File: config.mk
export PLATFORM = sky130hd
export DESIGN_NAME = audio_level_beat_tracker_flat
export DESIGN_NICKNAME = d
export VERILOG_FILES = /design/src/rtl/core/albt_pkg.sv /design/src/rtl/core/albt_if.sv /design/src/rtl/core/albt_front.sv /design/src/rtl/core/albt_fifo.sv /design/src/rtl/core/albt_div.sv /design/src/rtl/core/albt_back.sv /design/src/rtl/core/audio_level_beat_tracker.sv /design/src/flat_wrapper.sv
export SDC_FILE = /design/constraint.sdc
export NUM_CORES = 2
export LEC_CHECK = 0
export ABC_AREA = 1
export BUFFER_PORTS_ARGS = -buffer_cell sky130_fd_sc_hd__buf_2
export CORE_MARGIN = 2
export CORE_UTILIZATION = 50
export DETAILED_ROUTE_END_ITERATION = 8
export GPL_ROUTABILITY_DRIVEN = 0
export GPL_TIMING_DRIVEN = 0
export HOLD_SLACK_MARGIN = 0.12
export PLACE_DENSITY = 0.66
export SLEW_MARGIN = 25
export SYNTH_ARGS = -nofsm -noshare
export SYNTH_HDL_FRONTEND = slang
export SYNTH_SLANG_ARGS = --single-unit
File: constraint.sdc
create_clock -name clk -period 8.8 [get_ports clk]
set_input_delay 0.88 -clock clk [delete_from_list [all_inputs] [get_ports clk]]
set_output_delay 0.88 -clock clk [all_outputs]
set_load 0.01 [all_outputs]
File: src/rtl/core/albt_pkg.sv
// Shared types, register codes and fixed-point constants of the audio level and beat tracker.
// Depends on nothing; four RTL files take names by scope and the testbench imports them.
package albt_pkg;

  typedef struct packed {
    logic [11:0] amp;
    logic [31:0] tm;
  } job_t;

  typedef struct packed {
    logic [11:0] noise_floor;
    logic [11:0] full_scale_level;
    logic [9:0]  beat_ratio;
    logic        auto_gain_enable;
  } cfg_t;

  typedef struct packed {
    logic [11:0] level;
    logic [11:0] peak;
    logic [11:0] average;
    logic [6:0]  bass;
    logic [6:0]  mid;
    logic [6:0]  treble;
    logic        beat;
    logic [11:0] bpm;
    logic [18:0] gain;
  } res_t;

  typedef enum logic [4:0] {
    S_IDLE, S_LVL, S_PK, S_LA, S_LA2, S_BS, S_BS2, S_MD, S_MD2, S_BE, S_BE2, S_BE3,
    S_BT, S_BT2, S_BPM, S_AG0, S_AG1, S_AG2, S_AG3, S_AG4, S_B1, S_B2, S_B3, S_B4,
    S_B5, S_B6, S_OUT
  } seq_state_t;

  localparam logic [1:0] REG_NOISE_FLOOR = 2'd0;
  localparam logic [1:0] REG_FULL_SCALE  = 2'd1;
  localparam logic [1:0] REG_BEAT_RATIO  = 2'd2;
  localparam logic [1:0] REG_AUTO_GAIN   = 2'd3;

  localparam logic [11:0] NOISE_FLOOR_RST = 12'd50;
  localparam logic [11:0] FULL_SCALE_RST  = 12'd2048;
  localparam logic [9:0]  BEAT_RATIO_RST  = 10'd384;

  localparam logic [16:0] K_PEAK_DECAY = 17'd64225;
  localparam logic [16:0] K_AVG_KEEP   = 17'd62259;
  localparam logic [16:0] K_AVG_TAKE   = 17'd3277;
  localparam logic [16:0] K_MID_KEEP   = 17'd52429;
  localparam logic [16:0] K_MID_TAKE   = 17'd13107;
  localparam logic [16:0] K_BEA_KEEP   = 17'd64225;
  localparam logic [16:0] K_BEA_TAKE   = 17'd1311;
  localparam logic [16:0] K_LP_DECAY   = 17'd65470;
  localparam logic [16:0] K_LIM_LO     = 17'd26214;
  localparam logic [16:0] K_LIM_HI     = 17'd52429;
  localparam logic [16:0] K_GAIN_UP    = 17'd68813;
  localparam logic [16:0] K_GAIN_DN    = 17'd62259;
  localparam logic [16:0] K_BASS_BAND  = 17'd78643;
  localparam logic [16:0] K_TREB_BAND  = 17'd98304;

  localparam logic [18:0] GAIN_ONE  = 19'd65536;
  localparam logic [19:0] GAIN_MIN  = 20'd32768;
  localparam logic [19:0] GAIN_MAX  = 20'd327680;
  localparam logic [14:0] LEVEL_MAX = 15'd2048;
  localparam logic [27:0] LP_FLOOR  = 28'd655360;

  localparam logic [31:0] REFRACT_MS  = 32'd150;
  localparam logic [31:0] IV_MIN_MS   = 32'd200;
  localparam logic [31:0] IV_MAX_MS   = 32'd2000;
  localparam logic [31:0] GAIN_PER_MS = 32'd500;
  localparam int          MINUTE_MS   = 60000;
  localparam logic [6:0]  BAND_FULL   = 7'd100;
  localparam logic [11:0] BPM_MAX     = 12'd4095;

endpackage

File: src/rtl/core/albt_if.sv
// Valid/ready channel interfaces for input items and window results.
// Depends on nothing.
interface albt_in_if;
  logic        valid;
  logic        ready;
  logic        cmd;
  logic [11:0] sample;
  modport source(output valid, cmd, sample, input ready);
  modport sink(input valid, cmd, sample, output ready);
endinterface

interface albt_out_if;
  logic        valid;
  logic        ready;
  logic [11:0] level;
  logic [11:0] peak;
  logic [11:0] average;
  logic [6:0]  bass;
  logic [6:0]  mid;
  logic [6:0]  treble;
  logic        beat;
  logic [11:0] bpm;
  logic [18:0] gain;
  modport source(output valid, level, peak, average, bass, mid, treble, beat, bpm, gain,
                 input ready);
  modport sink(input valid, level, peak, average, bass, mid, treble, beat, bpm, gain,
               output ready);
endinterface

File: src/rtl/core/albt_front.sv
// Front end: accepts samples and ticks, keeps the millisecond clock and the window extremes.
// Depends on albt_pkg and albt_in_if; emits one job per finished window.
module albt_front #(
  parameter int WINDOW_SAMPLES = 16
) (
  input  logic             clk,
  input  logic             rst,
  albt_in_if.sink          in_ch,
  input  logic             full,
  output logic             push,
  output albt_pkg::job_t   job
);
  localparam int CNT_W = (WINDOW_SAMPLES > 1) ? $clog2(WINDOW_SAMPLES) : 1;

  logic [CNT_W-1:0] count;
  logic [11:0]      wmin, wmax, nmin, nmax;
  logic [31:0]      tm;
  logic             acc, last;

  assign in_ch.ready = !full;
  assign acc  = in_ch.valid && in_ch.ready;
  assign last = (count == CNT_W'(WINDOW_SAMPLES - 1));
  assign nmax = (in_ch.sample > wmax) ? in_ch.sample : wmax;
  assign nmin = (in_ch.sample < wmin) ? in_ch.sample : wmin;
  assign push = acc && !in_ch.cmd && last;
  assign job.amp = (nmax >= nmin) ? nmax - nmin : 12'd0;
  assign job.tm  = tm;

  always_ff @(posedge clk) begin
    if (rst) begin
      count <= '0;
      wmin  <= 12'hFFF;
      wmax  <= 12'd0;
      tm    <= 32'd0;
    end else if (acc) begin
      if (in_ch.cmd) begin
        tm <= tm + 32'd1;
      end else if (last) begin
        count <= '0;
        wmin  <= 12'hFFF;
        wmax  <= 12'd0;
      end else begin
        count <= count + CNT_W'(1);
        wmin  <= nmin;
        wmax  <= nmax;
      end
    end
  end
endmodule

File: src/rtl/core/albt_fifo.sv
// Two-entry job queue between the front end and the window sequencer.
// Depends on albt_pkg for the job type.
module albt_fifo (
  input  logic           clk,
  input  logic           rst,
  input  logic           push,
  input  albt_pkg::job_t din,
  input  logic           pop,
  output albt_pkg::job_t dout,
  output logic           full,
  output logic           empty
);
  albt_pkg::job_t mem [2];
  logic           wp, rp;
  logic [1:0]     cnt;

  assign full  = (cnt == 2'd2);
  assign empty = (cnt == 2'd0);
  assign dout  = mem[rp];

  always_ff @(posedge clk) begin
    if (push) begin
      mem[wp] <= din;
    end
  end

  always_ff @(posedge clk) begin
    if (rst) begin
      wp  <= 1'b0;
      rp  <= 1'b0;
      cnt <= 2'd0;
    end else begin
      if (push) wp <= !wp;
      if (pop)  rp <= !rp;
      cnt <= cnt + 2'(push) - 2'(pop);
    end
  end
endmodule

File: src/rtl/core/albt_div.sv
// Restoring divider, one quotient bit per cycle; quotient held until the next start.
// Depends on nothing.
module albt_div #(
  parameter int NW = 21,
  parameter int DW = 15
) (
  input  logic          clk,
  input  logic          rst,
  input  logic          start,
  input  logic [NW-1:0] num,
  input  logic [DW-1:0] den,
  output logic          done,
  output logic [NW-1:0] quo
);
  localparam int CW = $clog2(NW + 1);

  logic [DW-1:0] rem, d;
  logic [DW:0]   trial;
  logic [CW-1:0] cnt;
  logic          run;

  assign trial = {rem, quo[NW-1]};

  always_ff @(posedge clk) begin
    if (rst) begin
      run  <= 1'b0;
      done <= 1'b0;
      cnt  <= '0;
    end else if (start) begin
      run  <= 1'b1;
      done <= 1'b0;
      cnt  <= CW'(NW);
    end else if (run) begin
      cnt <= cnt - CW'(1);
      if (cnt == CW'(1)) begin
        run  <= 1'b0;
        done <= 1'b1;
      end
    end
  end

  always_ff @(posedge clk) begin
    if (start) begin
      rem <= '0;
      quo <= num;
      d   <= den;
    end else if (run) begin
      if (trial >= {1'b0, d}) begin
        rem <= DW'(trial - {1'b0, d});
        quo <= {quo[NW-2:0], 1'b1};
      end else begin
        rem <= trial[DW-1:0];
        quo <= {quo[NW-2:0], 1'b0};
      end
    end
  end
endmodule

File: src/rtl/core/albt_back.sv
// Window sequencer: level, filters, beat and BPM, auto gain and band scaling over a shared
// multiplier and divider. Depends on albt_pkg, albt_out_if and albt_div.
module albt_back #(
  parameter int HISTORY_DEPTH = 10
) (
  input  logic           clk,
  input  logic           rst,
  input  albt_pkg::cfg_t cfg,
  input  albt_pkg::job_t job,
  input  logic           empty,
  output logic           pop,
  albt_out_if.source     out_ch
);
  localparam int SLOT_W  = (HISTORY_DEPTH > 1) ? $clog2(HISTORY_DEPTH) : 1;
  localparam int SUM_W   = $clog2(HISTORY_DEPTH * 2000);
  localparam int BPM_W   = $clog2(albt_pkg::MINUTE_MS * HISTORY_DEPTH + 1);
  localparam int NW      = (BPM_W > 20) ? BPM_W : 20;
  localparam int DW      = (SUM_W > 12) ? SUM_W : 12;
  localparam logic [NW-1:0] BPM_NUM = NW'(albt_pkg::MINUTE_MS * HISTORY_DEPTH);

  albt_pkg::seq_state_t state, state_next;
  albt_pkg::res_t       res;

  logic [11:0] amp_r, amp2, lvl, peak_hold, fs;
  logic [31:0] tm_r, last_beat, last_gain, beat_dt, gain_dt;
  logic [27:0] la, bass_f, mid_f, bea, lp, tq;
  logic [45:0] acc, sum46;
  logic [44:0] prod, lim_lo;
  logic [27:0] mul_a;
  logic [16:0] mul_b;
  logic [18:0] gain_v;
  logic [19:0] ng;
  logic [10:0] hist [HISTORY_DEPTH];
  logic [SLOT_W-1:0] slot;
  logic [SUM_W-1:0]  isum, sum_new;
  logic [11:0] bpm_v;
  logic [6:0]  bass_b, mid_b, treb_b, band_q;
  logic        beat_seen, beat_r, ov, beat_hit, iv_ok, ag_up, ag_dn, gain_due;
  logic [14:0] lvl_c;
  logic        div_start, div_done;
  logic [NW-1:0] div_num, div_quo;
  logic [DW-1:0] div_den;

  albt_div #(.NW(NW), .DW(DW)) u_div (
    .clk(clk), .rst(rst), .start(div_start), .num(div_num), .den(div_den),
    .done(div_done), .quo(div_quo)
  );

  assign amp2    = (amp_r < cfg.noise_floor) ? 12'd0 : amp_r - cfg.noise_floor;
  assign fs      = (cfg.full_scale_level == 12'd0) ? 12'd1 : cfg.full_scale_level;
  assign lvl_c   = (prod[30:16] > albt_pkg::LEVEL_MAX) ? albt_pkg::LEVEL_MAX : prod[30:16];
  assign sum46   = acc + {1'b0, prod};
  assign beat_dt = tm_r - last_beat;
  assign gain_dt = tm_r - last_gain;
  assign beat_hit = ({9'd0, bass_f, 8'd0} > prod) && (beat_dt > albt_pkg::REFRACT_MS);
  assign iv_ok   = beat_seen && (beat_dt > albt_pkg::IV_MIN_MS) && (beat_dt < albt_pkg::IV_MAX_MS);
  assign sum_new = isum - SUM_W'(hist[slot]) + SUM_W'(beat_dt[10:0]);
  assign ag_up   = (lp > albt_pkg::LP_FLOOR) && ({17'd0, lp} < lim_lo);
  assign ag_dn   = ({17'd0, lp} > prod);
  assign gain_due = gain_dt > albt_pkg::GAIN_PER_MS;
  assign ng      = prod[35:16];
  assign band_q  = (div_quo > NW'(albt_pkg::BAND_FULL)) ? albt_pkg::BAND_FULL : div_quo[6:0];

  // next state
  always_comb begin
    state_next = state;
    case (state)
      albt_pkg::S_IDLE: if (!empty) state_next = albt_pkg::S_LVL;
      albt_pkg::S_LVL:  state_next = albt_pkg::S_PK;
      albt_pkg::S_PK:   state_next = albt_pkg::S_LA;
      albt_pkg::S_LA:   state_next = albt_pkg::S_LA2;
      albt_pkg::S_LA2:  state_next = albt_pkg::S_BS;
      albt_pkg::S_BS:   state_next = albt_pkg::S_BS2;
      albt_pkg::S_BS2:  state_next = albt_pkg::S_MD;
      albt_pkg::S_MD:   state_next = albt_pkg::S_MD2;
      albt_pkg::S_MD2:  state_next = albt_pkg::S_BE;
      albt_pkg::S_BE:   state_next = albt_pkg::S_BE2;
      albt_pkg::S_BE2:  state_next = albt_pkg::S_BE3;
      albt_pkg::S_BE3:  state_next = albt_pkg::S_BT;
      albt_pkg::S_BT:   state_next = albt_pkg::S_BT2;
      albt_pkg::S_BT2:  state_next = (beat_hit && iv_ok) ? albt_pkg::S_BPM : albt_pkg::S_AG0;
      albt_pkg::S_BPM:  if (div_done) state_next = albt_pkg::S_AG0;
      albt_pkg::S_AG0:  state_next = cfg.auto_gain_enable ? albt_pkg::S_AG1 : albt_pkg::S_B1;
      albt_pkg::S_AG1:  state_next = albt_pkg::S_AG2;
      albt_pkg::S_AG2:  state_next = albt_pkg::S_AG3;
      albt_pkg::S_AG3:  state_next = (gain_due && (ag_up || ag_dn)) ? albt_pkg::S_AG4
                                                                    : albt_pkg::S_B1;
      albt_pkg::S_AG4:  state_next = albt_pkg::S_B1;
      albt_pkg::S_B1:   state_next = albt_pkg::S_B2;
      albt_pkg::S_B2:   state_next = albt_pkg::S_B3;
      albt_pkg::S_B3:   if (div_done) state_next = albt_pkg::S_B4;
      albt_pkg::S_B4:   if (div_done) state_next = albt_pkg::S_B5;
      albt_pkg::S_B5:   state_next = albt_pkg::S_B6;
      albt_pkg::S_B6:   if (div_done) state_next = albt_pkg::S_OUT;
      albt_pkg::S_OUT:  if (!ov || out_ch.ready) state_next = albt_pkg::S_IDLE;
      default:          state_next = albt_pkg::S_IDLE;
    endcase
  end

  // multiplier operands, divider launch, queue pop
  always_comb begin
    mul_a     = '0;
    mul_b     = '0;
    div_start = 1'b0;
    div_num   = '0;
    div_den   = DW'(fs);
    pop       = 1'b0;
    case (state)
      albt_pkg::S_IDLE: pop = !empty;
      albt_pkg::S_LVL:  begin mul_a = 28'(gain_v);    mul_b = 17'(amp2); end
      albt_pkg::S_PK:   begin mul_a = 28'(peak_hold); mul_b = albt_pkg::K_PEAK_DECAY; end
      albt_pkg::S_LA:   begin mul_a = la;             mul_b = albt_pkg::K_AVG_KEEP; end
      albt_pkg::S_LA2:  begin mul_a = 28'(lvl);       mul_b = albt_pkg::K_AVG_TAKE; end
      albt_pkg::S_BS:   begin mul_a = bass_f;         mul_b = albt_pkg::K_AVG_KEEP; end
      albt_pkg::S_BS2:  begin mul_a = 28'(lvl);       mul_b = albt_pkg::K_AVG_TAKE; end
      albt_pkg::S_MD:   begin mul_a = mid_f;          mul_b = albt_pkg::K_MID_KEEP; end
      albt_pkg::S_MD2:  begin mul_a = 28'(lvl);       mul_b = albt_pkg::K_MID_TAKE; end
      albt_pkg::S_BE:   begin mul_a = bea;            mul_b = albt_pkg::K_BEA_KEEP; end
      albt_pkg::S_BE2:  begin mul_a = bass_f;         mul_b = albt_pkg::K_BEA_TAKE; end
      albt_pkg::S_BT:   begin mul_a = bea;            mul_b = 17'(cfg.beat_ratio); end
      albt_pkg::S_BT2:  begin
        div_start = beat_hit && iv_ok;
        div_num   = BPM_NUM;
        div_den   = DW'(sum_new);
      end
      albt_pkg::S_AG0:  begin mul_a = lp;             mul_b = albt_pkg::K_LP_DECAY; end
      albt_pkg::S_AG1:  begin mul_a = 28'(fs);        mul_b = albt_pkg::K_LIM_LO; end
      albt_pkg::S_AG2:  begin mul_a = 28'(fs);        mul_b = albt_pkg::K_LIM_HI; end
      albt_pkg::S_AG3:  begin
        mul_a = 28'(gain_v);
        mul_b = ag_up ? albt_pkg::K_GAIN_UP : albt_pkg::K_GAIN_DN;
      end
      albt_pkg::S_B1:   begin mul_a = bass_f;         mul_b = albt_pkg::K_BASS_BAND; end
      albt_pkg::S_B2:   begin
        div_start = 1'b1;
        div_num   = NW'(prod[44:32] * 7'd100);
      end
      albt_pkg::S_B3:   begin
        div_start = div_done;
        div_num   = NW'(mid_f[27:16] * 7'd100);
      end
      albt_pkg::S_B4:   begin mul_a = tq;             mul_b = albt_pkg::K_TREB_BAND; end
      albt_pkg::S_B5:   begin
        div_start = 1'b1;
        div_num   = NW'(prod[44:32] * 7'd100);
      end
      default: ;
    endcase
  end

  always_ff @(posedge clk) begin
    prod <= mul_a * mul_b;
  end

  always_ff @(posedge clk) begin
    if (rst) begin
      state     <= albt_pkg::S_IDLE;
      ov        <= 1'b0;
      peak_hold <= 12'd0;
      la        <= '0;
      bass_f    <= '0;
      mid_f     <= '0;
      bea       <= '0;
      lp        <= '0;
      gain_v    <= albt_pkg::GAIN_ONE;
      last_beat <= 32'd0;
      last_gain <= 32'd0;
      beat_seen <= 1'b0;
      slot      <= '0;
      isum      <= '0;
      bpm_v     <= 12'd0;
      for (int i = 0; i < HISTORY_DEPTH; i++) hist[i] <= 11'd0;
    end else begin
      state <= state_next;
      if (out_ch.ready) ov <= 1'b0;
      case (state)
        albt_pkg::S_IDLE: if (!empty) begin
          amp_r <= job.amp;
          tm_r  <= job.tm;
        end
        albt_pkg::S_PK:  lvl <= lvl_c[11:0];
        albt_pkg::S_LA:  peak_hold <= (lvl > peak_hold) ? lvl : prod[27:16];
        albt_pkg::S_LA2: acc <= 46'(prod[44:16]);
        albt_pkg::S_BS:  la <= acc[27:0] + prod[27:0];
        albt_pkg::S_BS2: acc <= 46'(prod[44:16]);
        albt_pkg::S_MD:  bass_f <= acc[27:0] + prod[27:0];
        albt_pkg::S_MD2: acc <= 46'(prod[44:16]);
        albt_pkg::S_BE:  begin
          mid_f <= acc[27:0] + prod[27:0];
          tq    <= ({lvl, 16'd0} > la) ? {lvl, 16'd0} - la : la - {lvl, 16'd0};
        end
        albt_pkg::S_BE2: acc <= {1'b0, prod};
        albt_pkg::S_BE3: bea <= sum46[43:16];
        albt_pkg::S_BT2: begin
          beat_r <= beat_hit;
          if (beat_hit) begin
            last_beat <= tm_r;
            beat_seen <= 1'b1;
            if (iv_ok) begin
              hist[slot] <= beat_dt[10:0];
              isum       <= sum_new;
              slot       <= (slot == SLOT_W'(HISTORY_DEPTH - 1)) ? '0 : slot + SLOT_W'(1);
            end
          end
        end
        albt_pkg::S_BPM: if (div_done) begin
          bpm_v <= (div_quo > NW'(albt_pkg::BPM_MAX)) ? albt_pkg::BPM_MAX : div_quo[11:0];
        end
        albt_pkg::S_AG1: lp <= ({peak_hold, 16'd0} > lp) ? {peak_hold, 16'd0} : prod[43:16];
        albt_pkg::S_AG2: lim_lo <= prod;
        albt_pkg::S_AG3: if (gain_due) last_gain <= tm_r;
        albt_pkg::S_AG4: begin
          if (ng < albt_pkg::GAIN_MIN)      gain_v <= albt_pkg::GAIN_MIN[18:0];
          else if (ng > albt_pkg::GAIN_MAX) gain_v <= albt_pkg::GAIN_MAX[18:0];
          else                              gain_v <= ng[18:0];
        end
        albt_pkg::S_B3:  if (div_done) bass_b <= band_q;
        albt_pkg::S_B4:  if (div_done) mid_b <= band_q;
        albt_pkg::S_B6:  if (div_done) treb_b <= band_q;
        albt_pkg::S_OUT: if (!ov || out_ch.ready) begin
          ov          <= 1'b1;
          res.level   <= lvl;
          res.peak    <= peak_hold;
          res.average <= la[27:16];
          res.bass    <= bass_b;
          res.mid     <= mid_b;
          res.treble  <= treb_b;
          res.beat    <= beat_r;
          res.bpm     <= bpm_v;
          res.gain    <= gain_v;
        end
        default: ;
      endcase
    end
  end

  assign out_ch.valid   = ov;
  assign out_ch.level   = res.level;
  assign out_ch.peak    = res.peak;
  assign out_ch.average = res.average;
  assign out_ch.bass    = res.bass;
  assign out_ch.mid     = res.mid;
  assign out_ch.treble  = res.treble;
  assign out_ch.beat    = res.beat;
  assign out_ch.bpm     = res.bpm;
  assign out_ch.gain    = res.gain;
endmodule

File: src/rtl/core/audio_level_beat_tracker.sv
// Audio level and beat tracker. The front end gathers each window; its result follows
// the window's last sample through the window sequencer, whose pace is set by the shared
// multiplier and the bit-serial divider, which serves the BPM and band divisions.
// Sustained rate: one window per sequencer pass; input stalls while the job queue is full.
// Synchronous active-high reset restores the configuration and all tracker state at once.
module audio_level_beat_tracker #(
  parameter int WINDOW_SAMPLES = 16,
  parameter int HISTORY_DEPTH  = 10
) (
  input  logic        clk,
  input  logic        rst,
  albt_in_if.sink     in_ch,
  albt_out_if.source  out_ch,
  input  logic        psel,
  input  logic        penable,
  input  logic        pwrite,
  input  logic [3:0]  paddr,
  input  logic [31:0] pwdata,
  output logic [31:0] prdata,
  output logic        pready
);
  albt_pkg::cfg_t cfg;
  albt_pkg::job_t job_in, job_out;
  logic           push, pop, full, empty, wr;

  // Configuration: written on the access phase, read back combinationally.
  assign pready = 1'b1;
  assign wr     = psel && penable && pwrite && pready;

  always_ff @(posedge clk) begin
    if (rst) begin
      cfg.noise_floor      <= albt_pkg::NOISE_FLOOR_RST;
      cfg.full_scale_level <= albt_pkg::FULL_SCALE_RST;
      cfg.beat_ratio       <= albt_pkg::BEAT_RATIO_RST;
      cfg.auto_gain_enable <= 1'b0;
    end else if (wr) begin
      case (paddr[3:2])
        albt_pkg::REG_NOISE_FLOOR: cfg.noise_floor      <= pwdata[11:0];
        albt_pkg::REG_FULL_SCALE:  cfg.full_scale_level <= pwdata[11:0];
        albt_pkg::REG_BEAT_RATIO:  cfg.beat_ratio       <= pwdata[9:0];
        albt_pkg::REG_AUTO_GAIN:   cfg.auto_gain_enable <= pwdata[0];
        default: ;
      endcase
    end
  end

  always_comb begin
    case (paddr[3:2])
      albt_pkg::REG_NOISE_FLOOR: prdata = {20'd0, cfg.noise_floor};
      albt_pkg::REG_FULL_SCALE:  prdata = {20'd0, cfg.full_scale_level};
      albt_pkg::REG_BEAT_RATIO:  prdata = {22'd0, cfg.beat_ratio};
      albt_pkg::REG_AUTO_GAIN:   prdata = {31'd0, cfg.auto_gain_enable};
      default:                   prdata = 32'd0;
    endcase
  end

  // Front end: window extremes and millisecond time; hands each window on as a job.
  albt_front #(.WINDOW_SAMPLES(WINDOW_SAMPLES)) u_front (
    .clk(clk), .rst(rst), .in_ch(in_ch), .full(full), .push(push), .job(job_in)
  );

  // Hold up to two finished windows so the front end keeps taking samples.
  albt_fifo u_fifo (
    .clk(clk), .rst(rst), .push(push), .din(job_in), .pop(pop), .dout(job_out),
    .full(full), .empty(empty)
  );

  // Back end: level, filters, beat, BPM, auto gain, bands; result register on the output.
  albt_back #(.HISTORY_DEPTH(HISTORY_DEPTH)) u_back (
    .clk(clk), .rst(rst), .cfg(cfg), .job(job_out), .empty(empty), .pop(pop),
    .out_ch(out_ch)
  );
endmodule

File: src/flat_wrapper.sv
// flat-port wrapper written by rule: the top's interface ports become plain ports
module audio_level_beat_tracker_flat 
#(
  parameter int WINDOW_SAMPLES = 16,
  parameter int HISTORY_DEPTH  = 10
)
  (clk, rst, psel, penable, pwrite, paddr, pwdata, prdata, pready, in_ch_valid, in_ch_cmd, in_ch_sample, in_ch_ready, out_ch_valid, out_ch_level, out_ch_peak, out_ch_average, out_ch_bass, out_ch_mid, out_ch_treble, out_ch_beat, out_ch_bpm, out_ch_gain, out_ch_ready);
  albt_in_if in_ch_i ();
  albt_out_if out_ch_i ();
  input  logic clk;
  input  logic rst;
  input  logic psel;
  input  logic penable;
  input  logic pwrite;
  input  logic [3:0] paddr;
  input  logic [31:0] pwdata;
  output logic [31:0] prdata;
  output logic pready;
  input wire logic [$bits(in_ch_i.valid)-1:0] in_ch_valid;
  input wire logic [$bits(in_ch_i.cmd)-1:0] in_ch_cmd;
  input wire logic [$bits(in_ch_i.sample)-1:0] in_ch_sample;
  output wire logic [$bits(in_ch_i.ready)-1:0] in_ch_ready;
  output wire logic [$bits(out_ch_i.valid)-1:0] out_ch_valid;
  output wire logic [$bits(out_ch_i.level)-1:0] out_ch_level;
  output wire logic [$bits(out_ch_i.peak)-1:0] out_ch_peak;
  output wire logic [$bits(out_ch_i.average)-1:0] out_ch_average;
  output wire logic [$bits(out_ch_i.bass)-1:0] out_ch_bass;
  output wire logic [$bits(out_ch_i.mid)-1:0] out_ch_mid;
  output wire logic [$bits(out_ch_i.treble)-1:0] out_ch_treble;
  output wire logic [$bits(out_ch_i.beat)-1:0] out_ch_beat;
  output wire logic [$bits(out_ch_i.bpm)-1:0] out_ch_bpm;
  output wire logic [$bits(out_ch_i.gain)-1:0] out_ch_gain;
  input wire logic [$bits(out_ch_i.ready)-1:0] out_ch_ready;
  assign in_ch_i.valid = in_ch_valid;
  assign in_ch_i.cmd = in_ch_cmd;
  assign in_ch_i.sample = in_ch_sample;
  assign in_ch_ready = in_ch_i.ready;
  assign out_ch_valid = out_ch_i.valid;
  assign out_ch_level = out_ch_i.level;
  assign out_ch_peak = out_ch_i.peak;
  assign out_ch_average = out_ch_i.average;
  assign out_ch_bass = out_ch_i.bass;
  assign out_ch_mid = out_ch_i.mid;
  assign out_ch_treble = out_ch_i.treble;
  assign out_ch_beat = out_ch_i.beat;
  assign out_ch_bpm = out_ch_i.bpm;
  assign out_ch_gain = out_ch_i.gain;
  assign out_ch_i.ready = out_ch_ready;
  audio_level_beat_tracker #(.WINDOW_SAMPLES(WINDOW_SAMPLES), .HISTORY_DEPTH(HISTORY_DEPTH)) u_core (.clk(clk), .rst(rst), .in_ch(in_ch_i), .out_ch(out_ch_i), .psel(psel), .penable(penable), .pwrite(pwrite), .paddr(paddr), .pwdata(pwdata), .prdata(prdata), .pready(pready));
endmodule
==> results.json <==
{
  "timing.critical_path.to_type": "flop",
  "outcome": "finished, final reports clean",
  "mappedNetlistArea_um2": 73110,
  "grt_pass1_wl_um": 372500,
  "hp-class": "primary input to flop",
  "worstSetupStartpointType": "flop",
  "grt_overflow": 0,
  "synth.area.top_cells": "sky130_fd_sc_hd__edfxtp_1, sky130_fd_sc_hd__dfxtp_1, sky130_fd_sc_hd__fa_1, sky130_fd_sc_hd__nand2_1, sky130_fd_sc_hd__ha_1",
  "timing.critical_path.required_ns": 9.48,
  "vias": 64540,
  "reg2reg_depth": 38,
  "fp-row-count": 140,
  "final_area_um2": 81590,
  "worst_slew_pin_slew_ns": 1.180,
  "vias_in_the_first_global_route": 61440,
  "firstDrtPassIters": 6,
  "max-clock-path-buffers": 3,
  "synthDominantAreaCellType": "sky130_fd_sc_hd__edfxtp_1",
  "synthCells": 8957,
  "cts-buffers-inserted": 105,
  "ir_drop_uv": 206.9,
  "asyncSetResetFlopFracSynth_pct": 0,
  "place_area_um2": 76750,
  "floorplan.die_area_um2": 149300,
  "numPortBuffers": 135,
  "ys_ff_latch": 1026,
  "die_w_um": 386.4,
  "groute.layer.met1.usage_pct": 42.68,
  "synth-main-ff-cell": "sky130_fd_sc_hd__edfxtp_1",
  "largest_stage_delay_worst_path_ns": 0.61,
  "cts.root.buffer_cell": "sky130_fd_sc_hd__clkbuf_16",
  "starting_density_of_the_core_pct": 50.29,
  "post_route_setup_tns_ns": 0,
  "wirelength_um": 250100,
  "synthesis.yosys.warnings": 0,
  "grt_start_max_net_pins": 30,
  "cts.reportedPaths.clkPinSlew_ns": 0.07,
  "grt.busiest_layer": "met2",
  "post_synth.cell_area_avg_um2": 8.162,
  "die_height_um": 386.4,
  "timing.final.max_slew_violations": 0,
  "area_growth_pct": 11.60,
  "holdPathStages": 3,
  "crit_path_end": "u_core.u_back.prod[43]$_DFF_P_",
  "final_layout_size_suffix_gt1_share_pct": 7.395,
  "global_route.usage.met2_pct": 51.08,
  "post-dp-hpwl_um": 195800,
  "power_density_nw_per_um2": 171.5,
  "worst_setup_path_startpoint": "u_core.u_back.state[0]$_SDFFE_PP0P_",
  "crit-reg2reg-capture": "u_core.u_back.prod[43]$_DFF_P_",
  "reg2reg_setup_slack_ns": 0.18,
  "grt_util_met3_pct": 7.595,
  "grt_util_all_layers_pct": 33.23,
  "synth_cell_types": 65,
  "unrepaired_setup_endpoints_after_global_routing": "yes",
  "clock_sinks": 1026,
  "ioPinCount": 180,
  "crit_fanout": 10,
  "final-setup-viol-count": 0,
  "synth-seq-area-share_pct": 36.08,
  "routed_via_density": 5.705,
  "leakage_uw": 0.03826,
  "max-cap-violations": 0,
  "core-area_um2": 145400,
  "area_used_by_multi_input_combinational_logic_um2": 39580,
  "final.min_clock_period_ns": 8.618,
  "slew_headroom_pct": 20.77,
  "finalClockSkew_ns": 0.05345,
  "final_nets": 10310,
  "detail-route-antenna-nets": 0,
  "hold_viol": 0,
  "avgRoutedWirePerCell_um": 22.10,
  "remaining_design_rule_violation_count": 0,
  "clock_tree_from_tritoncts": "done",
  "htreeDepth": 3,
  "synth-edff-count": 583,
  "setup.worst_path.class": "flop to flop",
  "fillerInstances": 13350,
  "regArea_um2": 26380,
  "clock_insertion_delay_worst_skew_ns": 0.75,
  "min_period_over_period_pct": 97.93,
  "antenna_found_initial": 24,
  "r2r_start": "u_core.u_back.state[0]$_SDFFE_PP0P_",
  "timing.critical_path.arrival_ns": 9.30,
  "timing.fmax_mhz": 116.0,
  "cts-hold-fix-buffers": 0,
  "drt_iter0_markers": 7436,
  "critical_path_slowest_stage_cell": "sky130_fd_sc_hd__fa_1",
  "post-synth-top-area-fraction_pct": 23.95
}
## routing by layer
metal	vias up	part of all wire, %
met5	-	0.037
met4	14	7.4
met3	818	11
met2	3420	44
met1	30610	38
li1	29680	-
## critical path, delay by kind of cell, from the launching register on
| family | cells | cell delay [ns] |
|---|---|---|
| fa+ha+maj | 7 | 3.27 |
| simple gates | 13 | 1.83 |
| buf+inv | 10 | 1.59 |
| compound gates | 7 | 1.40 |
| flops | 1 | 0.29 |
| xor+xnor | 1 | 0.15 |
## Yosys cell counts, types with 72 or more instances
library cell and n:
sky130_fd_sc_hd__a21oi_1 682, sky130_fd_sc_hd__clkbuf_1 211, sky130_fd_sc_hd__dfxtp_1 443, sky130_fd_sc_hd__edfxtp_1 583
sky130_fd_sc_hd__fa_1 422, sky130_fd_sc_hd__ha_1 537, sky130_fd_sc_hd__inv_1 1744, sky130_fd_sc_hd__nand2_1 1812
sky130_fd_sc_hd__nand3_1 230, sky130_fd_sc_hd__nand4_1 72, sky130_fd_sc_hd__nor2_1 653, sky130_fd_sc_hd__nor3_1 140
sky130_fd_sc_hd__o211ai_1 115, sky130_fd_sc_hd__o21ai_0 575, sky130_fd_sc_hd__xor2_1 89
## cell families after synthesis
logic type | after synthesis | synth area share (%)
other cells | 2 | 0.01027
simple gates | 3048 | 17.24
fa+ha+maj | 959 | 20.75
buf+inv | 2071 | 10.82
compound gates | 1656 | 12.69
xor+xnor | 151 | 1.819
mux | 44 | 0.6024
flops | 1026 | 36.08
## placed cells by master, fill, tap and decap left out, drive strengths merged, types with 7 or more instances in the layout
cell type,Yosys,final
a211oi,13,13
a21boi,7,7
a21o,12,12
a21oi,683,683
a221oi,32,32
a22oi,14,14
a31oi,45,45
and2,7,7
and3,27,27
buf,89,305
bufinv,0,13
clkbuf,211,337
clkinv,15,54
clkinvlp,0,8
conb,2,21
dfxtp,443,443
diode,0,12
edfxtp,583,583
fa,422,422
ha,537,537
inv,1756,1761
mux2i,44,44
nand2,1821,1821
nand3,240,241
nand3b,18,18
nand4,73,73
nor2,660,660
nor3,140,140
nor3b,8,8
nor4,36,36
o2111ai,15,16
o211ai,115,115
o21a,17,17
o21ai,579,579
o21bai,43,43
o221ai,15,15
o22ai,40,40
or2,13,13
xnor2,61,61
xor2,90,90
## through the flow
stage               total power, uW  util [%]  setup WS (ns)  instances  hold slack (ns)
global placement               8869     52.45         -3.798      11030           0.4026
finish                        13990     56.12         0.1817      11310           0.3952
floorplan                      7649         -         0.6345       8976           0.4003
detailed placement             8933     52.79         -1.579      11060           0.4045
global route                  14500     56.10        -0.1929      11300           0.3801
CTS                           13770     55.61       0.001235      11270           0.3597
## power breakdown
part           switching [uW]  internal [uW]  total [uW]
Sequential                221           5220        5440
Clock                    2050           2760        4810
Combinational            2660           1080        3750
Total                    4930           9060       14000
## worst min-delay path by stage
stage / from / to
CTS: pwdata[7] / u_core.cfg[8]$_SDFFE_PP1P_
global route: pwdata[8] / u_core.cfg[9]$_SDFFE_PP1P_
detailed placement: u_core.u_back.bass_b[1]$_DFFE_PP_ / u_core.u_back.out_ch.bass[1]$_DFFE_PP_
floorplan: u_core.u_back.bass_b[0]$_DFFE_PP_ / u_core.u_back.out_ch.bass[0]$_DFFE_PP_
global placement: u_core.u_back.treb_b[1]$_DFFE_PP_ / u_core.u_back.out_ch.treble[1]$_DFFE_PP_
finish: pwdata[7] / u_core.cfg[8]$_SDFFE_PP1P_
## state kept, by name (all words and copies together), names as in the netlist, 32 cells and up, named ones only
| register | cells |
|---|---|
| u_core.u_back.hist | 176 |
| u_core.cfg | 35 |
| u_core.u_back.lim_lo | 45 |
| u_core.u_back.last_beat | 32 |
| u_core.u_back.last_gain | 32 |
| u_core.u_back.tm_r | 32 |
| u_core.u_back.acc | 44 |
| u_core.u_fifo.mem | 88 |
| u_core.u_front.tm | 32 |
| u_core.u_back.prod | 45 |
## cell type report
type | instances | area share, %
Tap cell | 1917 | 2.940
Antenna cell | 12 | 0.03680
Clock buffer | 135 | 3.594
Multi-Input combinational cell | 5881 | 48.51
Sequential cell | 1026 | 32.33
Inverter | 1771 | 8.179
Buffer | 296 | 1.710
Clock inverter | 65 | 0.9615
Timing Repair Buffer | 211 | 1.736
## timing repair
item	in CTS	in global routing
gates resized for setup	92	169
cloned	1	4
setup buffers	11	28
pin swaps	8	16
endpoints found under the setup margin	31	23
Power figures use the tool's default switching activity.
